File: src/rtl/trp_pkg.sv
// Shared types, byte codes and result helpers for the Telnet receive parser.
// No dependencies; every other file of the block imports this package.
package trp_pkg;

  // Default depth of the subnegotiation buffer and the longest run emitted for one byte.
  localparam int SUB_DEPTH_DEF = 32;
  localparam int MAX_RUN       = 32;

  // Telnet byte codes.
  localparam logic [7:0] B_IAC  = 8'd255;
  localparam logic [7:0] B_CR   = 8'd13;
  localparam logic [7:0] B_NUL  = 8'd0;
  localparam logic [7:0] B_LF   = 8'd10;
  localparam logic [7:0] B_SE   = 8'd240;
  localparam logic [7:0] B_NOP  = 8'd241;
  localparam logic [7:0] B_DM   = 8'd242;
  localparam logic [7:0] B_GA   = 8'd249;
  localparam logic [7:0] B_SB   = 8'd250;
  localparam logic [7:0] B_WILL = 8'd251;
  localparam logic [7:0] B_DONT = 8'd254;

  // Result kinds.
  localparam logic [2:0] KIND_DATA    = 3'd0;
  localparam logic [2:0] KIND_CMD     = 3'd1;
  localparam logic [2:0] KIND_NEG     = 3'd2;
  localparam logic [2:0] KIND_SUB     = 3'd3;
  localparam logic [2:0] KIND_SUB_NIL = 3'd4;

  typedef enum logic [6:0] {
    PS_NORMAL    = 7'b0000001,
    PS_IAC       = 7'b0000010,
    PS_OPTION    = 7'b0000100,
    PS_CR        = 7'b0001000,
    PS_SB_OPTION = 7'b0010000,
    PS_SB_DATA   = 7'b0100000,
    PS_SB_IAC    = 7'b1000000
  } parse_state_e;

  typedef struct packed {
    logic [2:0] kind;
    logic [7:0] value;
    logic [2:0] code;
    logic [7:0] opt;
    logic       ovf;
  } trp_res_t;

  // Decision taken for one input byte, handed from the decoder to the control logic.
  typedef struct packed {
    parse_state_e next_state;
    logic [1:0]   verb;
    logic         set_option;
    logic         clear;
    logic         push;
    logic         v0;
    logic         v1;
    logic         run;
    trp_res_t     res0;
    trp_res_t     res1;
  } trp_dec_t;

  function automatic trp_res_t mk_res(logic [2:0] kind, logic [7:0] value,
                                      logic [2:0] code, logic [7:0] opt, logic ovf);
    trp_res_t r;
    r.kind  = kind;
    r.value = value;
    r.code  = code;
    r.opt   = opt;
    r.ovf   = ovf;
    return r;
  endfunction

endpackage

File: src/rtl/trp_decode.sv
// Byte decoder of the Telnet receive parser: next parse state, buffer actions
// and up to two immediate results for one byte. Depends on trp_pkg.
module trp_decode (
  input  trp_pkg::parse_state_e state_i,
  input  logic [1:0]            verb_i,
  input  logic [7:0]            option_i,
  input  logic                  sub_ovf_i,
  input  logic                  sub_empty_i,
  input  logic [7:0]            byte_i,
  output trp_pkg::trp_dec_t     dec_o
);
  import trp_pkg::*;

  // Places a result in the first free slot.
  function automatic trp_dec_t emit(trp_dec_t d, trp_res_t r);
    trp_dec_t o;
    o = d;
    if (!o.v0) begin
      o.v0   = 1'b1;
      o.res0 = r;
    end else begin
      o.v1   = 1'b1;
      o.res1 = r;
    end
    return o;
  endfunction

  function automatic trp_dec_t normal_pass(trp_dec_t d, logic [7:0] c);
    trp_dec_t o;
    o = d;
    if (c == B_CR) begin
      o.next_state = PS_CR;
    end else if (c == B_IAC) begin
      o.next_state = PS_IAC;
    end else begin
      o.next_state = PS_NORMAL;
      o = emit(o, mk_res(KIND_DATA, c, 3'd0, 8'd0, 1'b0));
    end
    return o;
  endfunction

  function automatic trp_dec_t iac_pass(trp_dec_t d, logic [7:0] c);
    trp_dec_t o;
    logic [7:0] diff;
    o = d;
    o.next_state = PS_NORMAL;
    diff = c - B_DM;
    if (c == B_SE || c == B_DM) begin
      o.next_state = PS_NORMAL;
    end else if (c >= B_NOP && c <= B_GA) begin
      o = emit(o, mk_res(KIND_CMD, 8'd0, (c == B_NOP) ? 3'd0 : diff[2:0], 8'd0, 1'b0));
    end else if (c == B_SB) begin
      o.next_state = PS_SB_OPTION;
    end else if (c >= B_WILL && c <= B_DONT) begin
      o.verb       = 2'(c - B_WILL);
      o.next_state = PS_OPTION;
    end else begin
      // Escaped 255, or an unknown command whose byte is parsed again as data.
      o = emit(o, mk_res(KIND_DATA, B_IAC, 3'd0, 8'd0, 1'b0));
      if (c != B_IAC) begin
        o = normal_pass(o, c);
      end
    end
    return o;
  endfunction

  always_comb begin
    trp_dec_t d;
    d            = '0;
    d.next_state = PS_NORMAL;
    d.verb       = verb_i;
    unique case (state_i)
      PS_IAC: begin
        d = iac_pass(d, byte_i);
      end
      PS_OPTION: begin
        d = emit(d, mk_res(KIND_NEG, 8'd0, {1'b0, verb_i}, byte_i, 1'b0));
      end
      PS_CR: begin
        if (byte_i == B_NUL) begin
          d = emit(d, mk_res(KIND_DATA, B_CR, 3'd0, 8'd0, 1'b0));
        end else if (byte_i == B_LF) begin
          d = emit(d, mk_res(KIND_DATA, B_LF, 3'd0, 8'd0, 1'b0));
        end else begin
          d = emit(d, mk_res(KIND_DATA, B_CR, 3'd0, 8'd0, 1'b0));
          d = normal_pass(d, byte_i);
        end
      end
      PS_SB_OPTION: begin
        d.set_option = 1'b1;
        d.clear      = 1'b1;
        d.next_state = PS_SB_DATA;
      end
      PS_SB_DATA: begin
        if (byte_i == B_IAC) begin
          d.next_state = PS_SB_IAC;
        end else begin
          d.push       = 1'b1;
          d.next_state = PS_SB_DATA;
        end
      end
      PS_SB_IAC: begin
        if (byte_i == B_IAC) begin
          d.push       = 1'b1;
          d.next_state = PS_SB_DATA;
        end else if (byte_i == B_SE) begin
          if (sub_empty_i) begin
            d = emit(d, mk_res(KIND_SUB_NIL, 8'd0, 3'd0, option_i, sub_ovf_i));
          end else begin
            d.run = 1'b1;
          end
        end else begin
          // Any other command abandons the buffered run.
          d = iac_pass(d, byte_i);
        end
      end
      default: begin
        d = normal_pass(d, byte_i);
      end
    endcase
    dec_o = d;
  end

endmodule

File: src/rtl/trp_sbuf.sv
// Subnegotiation byte buffer: one write port and one read port with the read
// data registered. Depends on trp_pkg for the default depth.
module trp_sbuf #(
  parameter int DEPTH = trp_pkg::SUB_DEPTH_DEF,
  parameter int AW    = 5
) (
  input  logic          clk_i,
  input  logic          we_i,
  input  logic [AW-1:0] waddr_i,
  input  logic [7:0]    wdata_i,
  input  logic          re_i,
  input  logic [AW-1:0] raddr_i,
  output logic [7:0]    rdata_o
);
  import trp_pkg::*;

  logic [7:0] mem [DEPTH];
  logic [7:0] rdata_q;

  always_ff @(posedge clk_i) begin
    if (we_i) begin
      mem[waddr_i] <= wdata_i;
    end
  end

  always_ff @(posedge clk_i) begin
    if (re_i) begin
      rdata_q <= mem[raddr_i];
    end
  end

  assign rdata_o = rdata_q;

endmodule

File: src/rtl/telnet_receive_parser_core.sv
// Top level of the Telnet receive parser: parse state registers, the output
// register and the run drain. Depends on trp_pkg, trp_decode and trp_sbuf.
//
//   channel   dir  tdata                                         tuser       tlast
//   s_axis    in   [7:0] rx_byte                                 -           -
//   m_axis    out  [7:0] value, [10:8] code, [18:11] option_code [2:0] kind  last
//                  [19] overflowed, [23:20] zero
//
// A byte is taken every cycle while no second result or run is pending and the output
// register is free or being emptied. A byte that yields two results holds the input
// until its second result moves to the output register. IAC SE ending a buffered run
// holds input until the run drains; the buffer is read once a cycle while output is free.
// Reset clears the parse state and counters; the buffer memory needs no clearing pass.
module telnet_receive_parser_core #(
  parameter int SUB_DEPTH = trp_pkg::SUB_DEPTH_DEF
) (
  input  logic        clk_i,
  input  logic        rst_ni,
  input  logic        s_axis_tvalid,
  output logic        s_axis_tready,
  input  logic [7:0]  s_axis_tdata,   // [7:0] rx_byte
  output logic        m_axis_tvalid,
  input  logic        m_axis_tready,
  output logic [23:0] m_axis_tdata,   // [7:0] value, [10:8] code, [18:11] option_code,
                                      // [19] overflowed, [23:20] zero
  output logic [2:0]  m_axis_tuser,   // [2:0] kind
  output logic        m_axis_tlast
);
  import trp_pkg::*;

  localparam int AddrW  = (SUB_DEPTH > 1) ? $clog2(SUB_DEPTH) : 1;
  localparam int CntW   = $clog2(SUB_DEPTH + 1);
  localparam int RunMax = (SUB_DEPTH < MAX_RUN) ? SUB_DEPTH : MAX_RUN;

  typedef enum logic [2:0] {
    CTL_RUN   = 3'b001,
    CTL_PEND  = 3'b010,
    CTL_DRAIN = 3'b100
  } ctl_e;

  ctl_e            ctl_q, ctl_d;
  parse_state_e    state_q, state_d;
  logic [1:0]      verb_q, verb_d;
  logic [7:0]      option_q, option_d;
  logic [CntW-1:0] count_q, count_d;
  logic            ovf_q, ovf_d;
  logic            m_valid_q, m_valid_d;
  trp_res_t        out_q, out_d;
  logic            last_q, last_d;
  trp_res_t        pend_q, pend_d;
  logic [CntW-1:0] rd_idx_q, rd_idx_d;
  logic [CntW-1:0] run_len_q, run_len_d;
  logic            rdv_q, rdv_d;
  logic            rdlast_q, rdlast_d;

  trp_dec_t        dec;
  logic            out_free, acc, move, rd_en, mem_we;
  logic [7:0]      rdata;

  trp_decode u_decode (
    .state_i    (state_q),
    .verb_i     (verb_q),
    .option_i   (option_q),
    .sub_ovf_i  (ovf_q),
    .sub_empty_i(count_q == '0),
    .byte_i     (s_axis_tdata),
    .dec_o      (dec)
  );

  // Writes happen only while bytes are accepted and reads only while input is
  // held, so no access to one entry can overlap another.
  trp_sbuf #(
    .DEPTH(SUB_DEPTH),
    .AW   (AddrW)
  ) u_sbuf (
    .clk_i  (clk_i),
    .we_i   (mem_we),
    .waddr_i(count_q[AddrW-1:0]),
    .wdata_i(s_axis_tdata),
    .re_i   (rd_en),
    .raddr_i(rd_idx_q[AddrW-1:0]),
    .rdata_o(rdata)
  );

  always_comb begin
    out_free = !m_valid_q || m_axis_tready;
    acc      = s_axis_tvalid && (ctl_q == CTL_RUN) && out_free;
    move     = (ctl_q == CTL_DRAIN) && rdv_q && out_free;
    rd_en    = (ctl_q == CTL_DRAIN) && (rd_idx_q < run_len_q) && (!rdv_q || move);
    mem_we   = acc && dec.push && (count_q < CntW'(SUB_DEPTH));

    ctl_d     = ctl_q;
    state_d   = state_q;
    verb_d    = verb_q;
    option_d  = option_q;
    count_d   = count_q;
    ovf_d     = ovf_q;
    m_valid_d = m_valid_q && !m_axis_tready;
    out_d     = out_q;
    last_d    = last_q;
    pend_d    = pend_q;
    rd_idx_d  = rd_idx_q;
    run_len_d = run_len_q;
    rdv_d     = rdv_q;
    rdlast_d  = rdlast_q;

    unique case (ctl_q)
      CTL_RUN: begin
        if (acc) begin
          state_d = dec.next_state;
          verb_d  = dec.verb;
          if (dec.set_option) begin
            option_d = s_axis_tdata;
          end
          if (dec.clear) begin
            count_d = '0;
            ovf_d   = 1'b0;
          end
          if (dec.push) begin
            if (count_q < CntW'(SUB_DEPTH)) begin
              count_d = count_q + 1'b1;
            end else begin
              ovf_d = 1'b1;
            end
          end
          if (dec.v0) begin
            m_valid_d = 1'b1;
            out_d     = dec.res0;
            last_d    = !dec.v1;
          end
          if (dec.v1) begin
            pend_d = dec.res1;
            ctl_d  = CTL_PEND;
          end
          if (dec.run) begin
            ctl_d     = CTL_DRAIN;
            rd_idx_d  = '0;
            rdv_d     = 1'b0;
            run_len_d = (count_q > CntW'(RunMax)) ? CntW'(RunMax) : count_q;
          end
        end
      end
      CTL_PEND: begin
        if (out_free) begin
          m_valid_d = 1'b1;
          out_d     = pend_q;
          last_d    = 1'b1;
          ctl_d     = CTL_RUN;
        end
      end
      CTL_DRAIN: begin
        if (move) begin
          m_valid_d = 1'b1;
          out_d     = mk_res(KIND_SUB, rdata, 3'd0, option_q, ovf_q);
          last_d    = rdlast_q;
          rdv_d     = 1'b0;
          if (rdlast_q) begin
            ctl_d = CTL_RUN;
          end
        end
        if (rd_en) begin
          rd_idx_d = rd_idx_q + 1'b1;
          rdv_d    = 1'b1;
          rdlast_d = (CntW'(rd_idx_q + 1'b1) == run_len_q);
        end
      end
      default: begin
        ctl_d = CTL_RUN;
      end
    endcase
  end

  always_ff @(posedge clk_i or negedge rst_ni) begin
    if (!rst_ni) begin
      ctl_q     <= CTL_RUN;
      state_q   <= PS_NORMAL;
      verb_q    <= '0;
      option_q  <= '0;
      count_q   <= '0;
      ovf_q     <= 1'b0;
      m_valid_q <= 1'b0;
      rd_idx_q  <= '0;
      run_len_q <= '0;
      rdv_q     <= 1'b0;
      rdlast_q  <= 1'b0;
    end else begin
      ctl_q     <= ctl_d;
      state_q   <= state_d;
      verb_q    <= verb_d;
      option_q  <= option_d;
      count_q   <= count_d;
      ovf_q     <= ovf_d;
      m_valid_q <= m_valid_d;
      rd_idx_q  <= rd_idx_d;
      run_len_q <= run_len_d;
      rdv_q     <= rdv_d;
      rdlast_q  <= rdlast_d;
    end
  end

  always_ff @(posedge clk_i) begin
    out_q  <= out_d;
    last_q <= last_d;
    pend_q <= pend_d;
  end

  assign s_axis_tready = (ctl_q == CTL_RUN) && out_free;
  assign m_axis_tvalid = m_valid_q;
  assign m_axis_tdata  = {4'b0000, out_q.ovf, out_q.opt, out_q.code, out_q.value};
  assign m_axis_tuser  = out_q.kind;
  assign m_axis_tlast  = last_q;

endmodule

File: config.mk
export PLATFORM = sky130hd
export DESIGN_NAME = telnet_receive_parser_core
export DESIGN_NICKNAME = d
export VERILOG_FILES = /design/src/rtl/trp_pkg.sv /design/src/rtl/trp_decode.sv /design/src/rtl/trp_sbuf.sv /design/src/rtl/telnet_receive_parser_core.sv
export SDC_FILE = /design/constraint.sdc
export NUM_CORES = 1
export LEC_CHECK = 0
export ABC_AREA = 1
export BUFFER_PORTS_ARGS = -buffer_cell sky130_fd_sc_hd__buf_2
export CAP_MARGIN = 5
export CORE_UTILIZATION = 62
export CTS_CLUSTER_DIAMETER = 150
export CTS_CLUSTER_SIZE = 28
export DETAILED_ROUTE_END_ITERATION = 12
export PLACE_DENSITY = 0.8
export SLEW_MARGIN = 10
export SYNTH_ARGS = -nofsm -noshare
export SYNTH_HDL_FRONTEND = slang
export SYNTH_SLANG_ARGS = --single-unit
File: constraint.sdc
create_clock -name clk_i -period 2.9 [get_ports clk_i]
set_input_delay 0.29 -clock clk_i [delete_from_list [all_inputs] [get_ports clk_i]]
set_output_delay 0.29 -clock clk_i [all_outputs]
set_load 0.05 [all_outputs]
==> results of run 1 <==
[final cells by class]
type                    count  area, um^2
repair inverters            1        7.51
inverters                  72         275
repair buffers            113         783
fillers                  1743        7280
clock buffers              27         463
flip-flops and latches    338        9950
multi-input cells         817        4220
well taps                 319         399
clock inverters             1        30.0
[metrics by stage]
step / hold slack, ps / setup WS (ps) / instance area (um^2) / cells / util
after floorplan: -5.59 / 370 / 14700 / 1290 / -
after global placement: 424 / 195 / 15600 / 1655 / 0.666
after detailed placement: 436 / 108 / 15600 / 1655 / 0.666
after CTS: 39.6 / 195 / 16100 / 1684 / 0.688
after global routing: 39.8 / 0.405 / 16100 / 1688 / 0.689
final: 51.4 / 144 / 16100 / 1688 / 0.689
[critical path, stage by stage (launching register included)]
cell and delay, ps:
dfrtp_1 440, nor2_1 140, nand2_1 110, nor2_1 330, nor2_1 140, nand3_2 100, buf_4 140, nand2_1 160
inv_1 150, nand2_1 120, o21ai_0 610
[state kept, by name (all words and copies together), names as in the netlist]
name	flops
pend_q	8
option_q	8
count_q	6
m_axis_tlast	1
rd_idx_q	6
u_sbuf.mem	256
u_sbuf.rdata_o	8
run_len_q	6
state_q	7
m_axis_tvalid	1
rdlast_q	1
ctl_q	3
rdv_q	1
ovf_q	1
m_axis_tuser	3
verb_q	2
m_axis_tdata	20
[cells in the mapped netlist (3+ instances only)]
master | n | area [um^2]
o221ai_1 | 40 | 350
nand2_4 | 4 | 45.0
nand2_2 | 19 | 119
o22ai_1 | 28 | 175
o21a_1 | 5 | 37.5
nand2_1 | 128 | 480
nor4_1 | 3 | 18.8
nor2_2 | 3 | 18.8
buf_4 | 6 | 45.0
buf_2 | 20 | 100
nor2_4 | 8 | 90.1
nor3_1 | 12 | 60.1
ha_1 | 16 | 200
buf_1 | 3 | 11.3
edfxtp_1 | 296 | 8890
a21oi_1 | 7 | 35.0
o21ai_0 | 185 | 926
nand3_2 | 4 | 40.0
nand4_1 | 7 | 43.8
nand3_1 | 68 | 340
o21ai_2 | 8 | 70.1
o31ai_1 | 4 | 30.0
clkbuf_1 | 32 | 120
o21ai_1 | 14 | 70.1
xor2_1 | 5 | 43.8
nor2_1 | 229 | 860
inv_2 | 10 | 37.5
inv_1 | 60 | 225
dfrtp_1 | 40 | 1000
[cell families after synthesis]
family	share of synthesized area
compound gates	0.118
buf+inv	0.0389
xor+xnor	0.00357
fa+ha+maj	0.0136
simple gates	0.150
flops	0.675
other cells	0.000255
[report_power, final]
part	leakage [nW]	internal [mW]	total [mW]	switching, mW
clock	0.233	1.13	2.63	1.50
combinational	2.37	0.361	1.65	1.29
sequential	3.20	5.55	5.64	0.0922
[metal layers]
metal,vias to the layer above,track usage
met5,-,0
met4,0,0.0896
met3,67,0.0453
met2,549,0.473
met1,4999,0.436
li1,4730,-
[final timing paths]
| path | from | endpoint | slack, ps | depth (start not counted) |
|---|---|---|---|---|
| hold reg to reg | option_q[2] | option_q[2] | 500 | 2 |
| max in group asynchronous | rst_ni | option_q[2] | 1860 | 3 |
| min in group asynchronous | rst_ni | state_q[5] | 400 | 2 |
| setup / recovery | state_q[4] | m_axis_tdata[8] | 140 | 10 |
| hold / removal | s_axis_tdata[5] | u_sbuf.mem[1][5] | 50 | 1 |
| setup reg to reg | state_q[4] | m_axis_tdata[8] | 140 | 10 |
[what timing repair did]
| action | 4_1_cts | 5_1_grt |
|---|---|---|
| gates resized for setup | 0 | 4 |
| endpoints found under the setup margin | 0 | 32 |
| hold endpoints to repair | 31 | 0 |
| hold buffers | 1 | 0 |
| setup buffers | 0 | 3 |
[cell usage in the layout (no fill, tap or decap), types with 4 or more instances in the layout]
master     synthesis  final
inv_1             60     59
conb_1             1      4
nand2_4            4      4
nand3_1           68     68
nand2_1          128    128
inv_2             10      9
nor2_4             8      8
o21ai_1           14     15
o21a_1             5      5
o22ai_1           28     28
nand2_2           19     19
buf_4              6     73
clkbuf_1          32     10
o221ai_1          40     40
nor2_2             3      4
edfxtp_1         296    296
o21ai_2            8      8
o31ai_1            4      4
ha_1              16     16
xor2_1             5      5
o21ai_0          185    184
nand4_1            7      7
a21oi_1            7      7
nand3_2            4      4
clkbuf_16          0     17
nor3_1            12     12
nor2_1           229    228
dfrtp_1           40     38
buf_2             20     37
==> metrics, run 1 <==
outcome complete, no violations; FMAX 363 MHz; core area 23400 um^2; top_reg_cell synth edfxtp_1; Die ar. 24400 um^2; Metal-1 WL 14800 um; register area share after synthesis 0.675; critical path peak fanout 5; Relative slew margins 0.433; CTS tree yes; WL/cell 21.2 um; vias per cell 6.13; Die W 156 um; Die Y 156 um; cell area after synthesis 14700 um^2; met3 WL 3360 um; antenna violations before repair 1; Remaining DRCs 0; Setup CP Type flip-flop to flip-flop; total of max-cap violations 0; Slew @ Worst Pin 850 ps; gr usage total 0.300; number of enable flip-flop cells after synthesis 296; worst skew pair latency 530 ps; vias in the first global route 9614; Hold Crit Class input port to flip-flop; kind of end point of the critical path flip-flop; # rows 56; ANT nets after route 0; Final Skew 38.6 ps; Mean Syn Cell Area 11.4 um^2; final wirelength 35800 um; share of layout cells above drive strength 1 0.146; Congestion Overflow GR 0; # H-tree levels 1; Power per Cell Area 615 nW/um^2; RSZ-0062 raised after global routing false; P&R area growth vs syn 9.54%; Max Root-Sink Buffers 3; Final Max Slew Viols 0; clock sink total 338; setup TNS 0 ps; PortBufs 37; Yosys cell types 49; Initial Util 0.629; first-pass GRT wire length 54500 um; Post-synth ARST share 0.124; # diodes 0; vias post-DR 10300; final hold violations 0; cells after synthesis 1287; IO Pins 42; Tot Pwr 9.92 mW; Critical Path AT 2980 ps; HPWL after detailed placement 24000 um; critical path startpoint category flip-flop; Post-layout nets 1387; WP data required 3120 ps; fin crit share 0.950; Max rail drop VDD 0.000702 V; # setup viols final 0; CTS root buf clkbuf_16; final RePlAce weighted congestion 0.934; Yosys reg bits 338; Period minus WS final 2760 ps; drt pass-1 iters 6; total CTS buffers 16; Initial DRC Count 1254; met2 WL 16600 um; Worst-path clk slew 120 ps; yosys warns 0; top layer in use met4; Leak Pwr 5.81 nW; largest net degree at the start of global routing 132
Note: power is estimated with default switching activity, not from simulation.
==> run 2: changes to the inputs <==
- BUFFER_PORTS_ARGS: -buffer_cell sky130_fd_sc_hd__buf_2 -> unset
- CORE_UTILIZATION: 62 -> 63
- DONT_BUFFER_PORTS: unset -> 1
- HOLD_SLACK_MARGIN: unset -> 0.15
- PLACE_DENSITY: 0.8 -> 0.79
==> run 2 against run 1 <==
  * First-iteration DRC count is 4.0% lower
  * Sequential share of layout area rose by 0.42 points
  * Worst setup slack improved by 120 ps
  * Power down 1.8%
  * Via count is 0.36% higher
  * Final area decreased by 0.67%
  * Register-to-register slack better by 200 ps
  * Largest cell class unchanged
  * Maximum frequency rose by 4.5%
==> metrics, run 2 (synthesis results as in run 1) <==
outcome complete, no violations; kind of end point of the critical path flip-flop; Min-Delay Startpoint s_axis_tdata[2]; Post-layout nets 1342; CTS root buf clkbuf_16; final wirelength 35800 um; setup TNS 0 ps; Worst R2R Start state_q[1]; hold path endpoint state_q[3]; Max Root-Sink Buffers 3; Initial Util 0.646; share of layout cells above drive strength 1 0.108; Reg-to-Reg End u_sbuf.mem[5][6]; Hold Crit Class input port to flip-flop; Max rail drop VDD 0.000625 V; Initial DRC Count 1204; Final Skew 41.1 ps; Power per Cell Area 609 nW/um^2; R2R depth 10; most common cell after layout, fill and taps aside edfxtp_1; gr usage total 0.308; HPWL after detailed placement 21800 um; # setup viols final 0; Relative slew margins 0.517; P&R area growth vs syn 8.80%; Period minus WS final 2640 ps; worst skew pair latency 520 ps; final hold violations 0; worst hold path stage count 6; hold_buf cts 20; Most flops, register u_sbuf.mem; FMAX 379 MHz; final RePlAce weighted congestion 0.960; WP data required 3150 ps; total CTS buffers 16; IO Pins 42; Fillers 1553; most frequent cells in the layout edfxtp_1 (296), nor2_1 (229), o21ai_0 (185); final hold slack 173 ps; setup slack, reg-to-reg 340 ps; Die W 155 um; antenna violations before repair 1; WL/cell 21.8 um; vias post-DR 10400; max reg flops 256; ANT nets after route 0; Die Y 155 um; PortBufs 0; Critical Path AT 2890 ps; CTS tree yes; Worst-path clk slew 110 ps; fin crit share 0.909; total of max-cap violations 0; post-CTS setup buffers 0; critical path startpoint category input port; met2 WL 17100 um; Leak Pwr 5.68 nW; met3 WL 3670 um; # rows 55; vias per cell 6.33; vias in the first global route 9754; Remaining DRCs 0; core area 22800 um^2; Final Max Slew Viols 0; critical path peak fanout 34; Slew @ Worst Pin 725 ps; Die ar. 24000 um^2; # H-tree levels 1; Metal-1 WL 13800 um; Post-CTS Resized 0; Setup CP Type input port to flip-flop; RSZ-0062 raised after global routing false; top layer in use met4; Congestion Overflow GR 0; clock sink total 338; drt pass-1 iters 6; first-pass GRT wire length 55200 um; largest net degree at the start of global routing 68
==> run 2: changes by cell type in the layout (fill, tap and decap cells not counted), sizes merged <==
cell,before,now
inv,68,69
dlygate4sd3,1,11
clkinvlp,2,0
diode,0,2
buf,112,58
==> run 2: stage by stage <==
stage	setup slack, ps	utilization	instance area (um^2)	power, mW	std cells
2_1_floorplan	370	-	14700	6.90	1290
3_3_place_gp	503	0.668	15200	7.11	1589
3_5_place_dp	405	0.668	15200	7.12	1589
4_1_cts	323	0.703	16000	9.75	1637
5_1_grt	44.8	0.703	16000	10.0	1638
6_report	263	0.703	16000	9.75	1639
==> run 2: per-layer routing <==
metal	global-route usage	vias up
met5	0	-
met2	0.501	650
met4	0.100	0
met1	0.431	4994
li1	-	4647
met3	0.0496	91
==> run 2: cell type report <==
class	count	area (um^2)	share of cell area
Timing Repair Buffer	69	691	0.0431
Antenna cell	2	5.00	0.000312
Tap cell	313	392	0.0244
Clock buffer	27	463	0.0289
Inverter	72	272	0.0170
Sequential cell	338	9950	0.621
Clock inverter	1	30.0	0.00187
Multi-Input combinational cell	817	4220	0.263
==> run 2: worst max-delay path by stage <==
stage,startpoint,end,slack [ps],cells after the start
floorplan,m_axis_tvalid,m_axis_tdata[0],370,9
global placement,state_q[3],u_sbuf.mem[21][0],500,9
detailed placement,state_q[1],u_sbuf.mem[5][6],400,10
CTS,s_axis_tdata[0],m_axis_tdata[7],320,14
global route,s_axis_tdata[0],m_axis_tdata[0],40,14
finish,s_axis_tdata[0],m_axis_tdata[16],260,14
==> run 2: worst max-delay path: stages <==
cell	delay (ps)
dlygate4sd3_1	570
buf_12	210
inv_1	240
ha_1	240
nand3_1	150
inv_1	110
nand2_1	110
nand3_1	110
nand2_1	80
o21ai_0	160
nand3_1	130
o21ai_0	180
inv_1	60
buf_4	220
==> run 2: power by group <==
part / internal (mW) / switching (mW)
sequential: 5.57 / 0.610
combinational: 0.260 / 0.723
clock: 1.13 / 1.46
total: 6.96 / 2.79
==> run 3: changes to the inputs <==
- CORE_MARGIN: unset -> 3
==> run 3 against run 2 <==
  * Die area is 5.2% higher
  * Utilization is 0.18 points higher
  * Via count fell by 0.99%
  * Wire length increased by 0.43%
  * Power shrank 0.10%
  * Global-route usage is 2.6 points lower
  * Critical path depth shrank 2
  * Clock power about the same
  * Count of clock-buffer cells in the layout unchanged
  * Non-clock buffer count is 5 higher
  * First-iteration DRC count rose by 2.0%
  * Largest cell class unchanged
==> metrics, run 3 (synthesis results as in run 1) <==
Flop pwr share 0.635; Hold Crit Class input port to flip-flop; WL/cell 21.8 um; # rows 55; # H-tree levels 1; worst hold path stage count 4; R2R depth 9; vias in the first global route 10000; most frequent cells in the layout edfxtp_1 (296), nor2_1 (229), o21ai_0 (185); crit-path cells dlygate4sd3_1 > buf_12 > inv_1 > ha_1 > nand2_1 > nor2_1 > nor2_1 > nand2_2 > nand3_1 > o21ai_0 > inv_1 > buf_4; vias post-DR 10300; Congestion Overflow GR 0; Fillers 1588; DP Cell Count 1594; total CTS buffers 16; vias per cell 6.25; RSZ-0062 raised after global routing false; Initial Util 0.646; max reg flops 256; Slew @ Worst Pin 768 ps; Final Util 0.705; HPWL after detailed placement 22200 um; P&R area growth vs syn 9.07%; ANT nets after route 0; WP data required 3150 ps; most common cell after layout, fill and taps aside edfxtp_1; Leak Pwr 5.70 nW; final RePlAce weighted congestion 0.968; worst skew pair latency 510 ps; clock sink total 338; Initial DRC Count 1228; IO Pins 42; Max rail drop VDD 0.000483 V; Final Skew 31.4 ps; gr usage total 0.282; placed cell area 15300 um^2; setup TNS 0 ps; Post-layout nets 1347; antenna violations before repair 1; final hold violations 0; master of the slowest instance on the critical path dlygate4sd3_1; Worst-path clk slew 100 ps; Setup CP Type input port to flip-flop; Die Y 159 um; CTS root buf clkbuf_16; total of max-cap violations 0; Max Root-Sink Buffers 3; Relative slew margins 0.488; FMAX 382 MHz; fin crit share 0.904; CTS tree yes; fin cells 1645; largest net degree at the start of global routing 65; NetSw 2.78 mW; slowest stage delay, CP 580 ps; Critical Path AT 2870 ps; Period minus WS final 2620 ps; Most flops, register u_sbuf.mem; # setup viols final 0; outcome complete, no violations; clock network power share 0.264; Post-CTS Resized 0; combinational share of power 0.101; final hold slack 205 ps; first-pass GRT wire length 55700 um; Die W 159 um; internal power 6.95 mW; final wirelength 35900 um; Post-Layout Inst Area 16100 um^2; Remaining DRCs 0; critical path startpoint category input port; critical path peak fanout 36; core area 22800 um^2; drt pass-1 iters 5; post-CTS setup buffers 0; Final Max Slew Viols 0; Power per Cell Area 606 nW/um^2; kind of end point of the critical path flip-flop; hold_buf cts 20; Die ar. 25200 um^2; Switching Fraction 0.286; share of layout cells above drive strength 1 0.111; PortBufs 0
==> run 3: metal layers <==
| layer | global-route usage | vias up | routed length (um) |
|---|---|---|---|
| met3 | 0.0407 | 79 | 3510 |
| li1 | - | 4661 | - |
| met2 | 0.465 | 559 | 17200 |
| met1 | 0.401 | 4980 | 14200 |
| met4 | 0.0784 | 0 | 1020 |
| met5 | 0 | - | 0 |
==> run 3: path summary, 6_finish.rpt <==
check	slack, ps	startpoint	end
worst max-delay path	280	s_axis_tdata[1]	m_axis_tdata[16]
worst min-delay path	200	s_axis_tdata[5]	state_q[4]
worst max register to register	410	state_q[3]	u_sbuf.mem[1][1]
worst min register to register	500	option_q[4]	option_q[4]
max in group asynchronous	2350	rst_ni	ctl_q[0]
min in group asynchronous	290	rst_ni	option_q[5]
==> run 3: worst max-delay path, delay by kind of cell <==
family                   cells  cell delay, ps
buffers and inverters        5            1270
AND/OR/NAND/NOR              5             830
adder cells (fa/ha/maj)      1             260
AO/OA/AOI/OAI                1             180
==> run 3: final cells by class <==
class | count | area (um^2) | area share
inverters | 72 | 272 | 0.0169
well taps | 313 | 392 | 0.0244
multi-input cells | 817 | 4220 | 0.263
flip-flops and latches | 338 | 9950 | 0.619
clock buffers | 27 | 463 | 0.0288
diodes | 3 | 7.51 | 0.000468
clock inverters | 1 | 30.0 | 0.00187
repair buffers | 74 | 728 | 0.0453
==> run 3: through the flow <==
step                worst slack, ps  total power [mW]
floorplan                       370              6.90
global placement                521              7.13
detailed placement              426              7.14
CTS                             361              9.76
global route                    129              10.1
finish                          279              9.74
==> run 3: power groups by stage <==
stage	registers, mW	clock network [mW]	logic (mW)
after floorplan	6.29	0	0.612
after global placement	6.29	0	0.832
after detailed placement	6.30	0	0.844
after CTS	6.19	2.60	0.975
after global routing	6.21	2.78	1.08
final	6.18	2.57	0.985
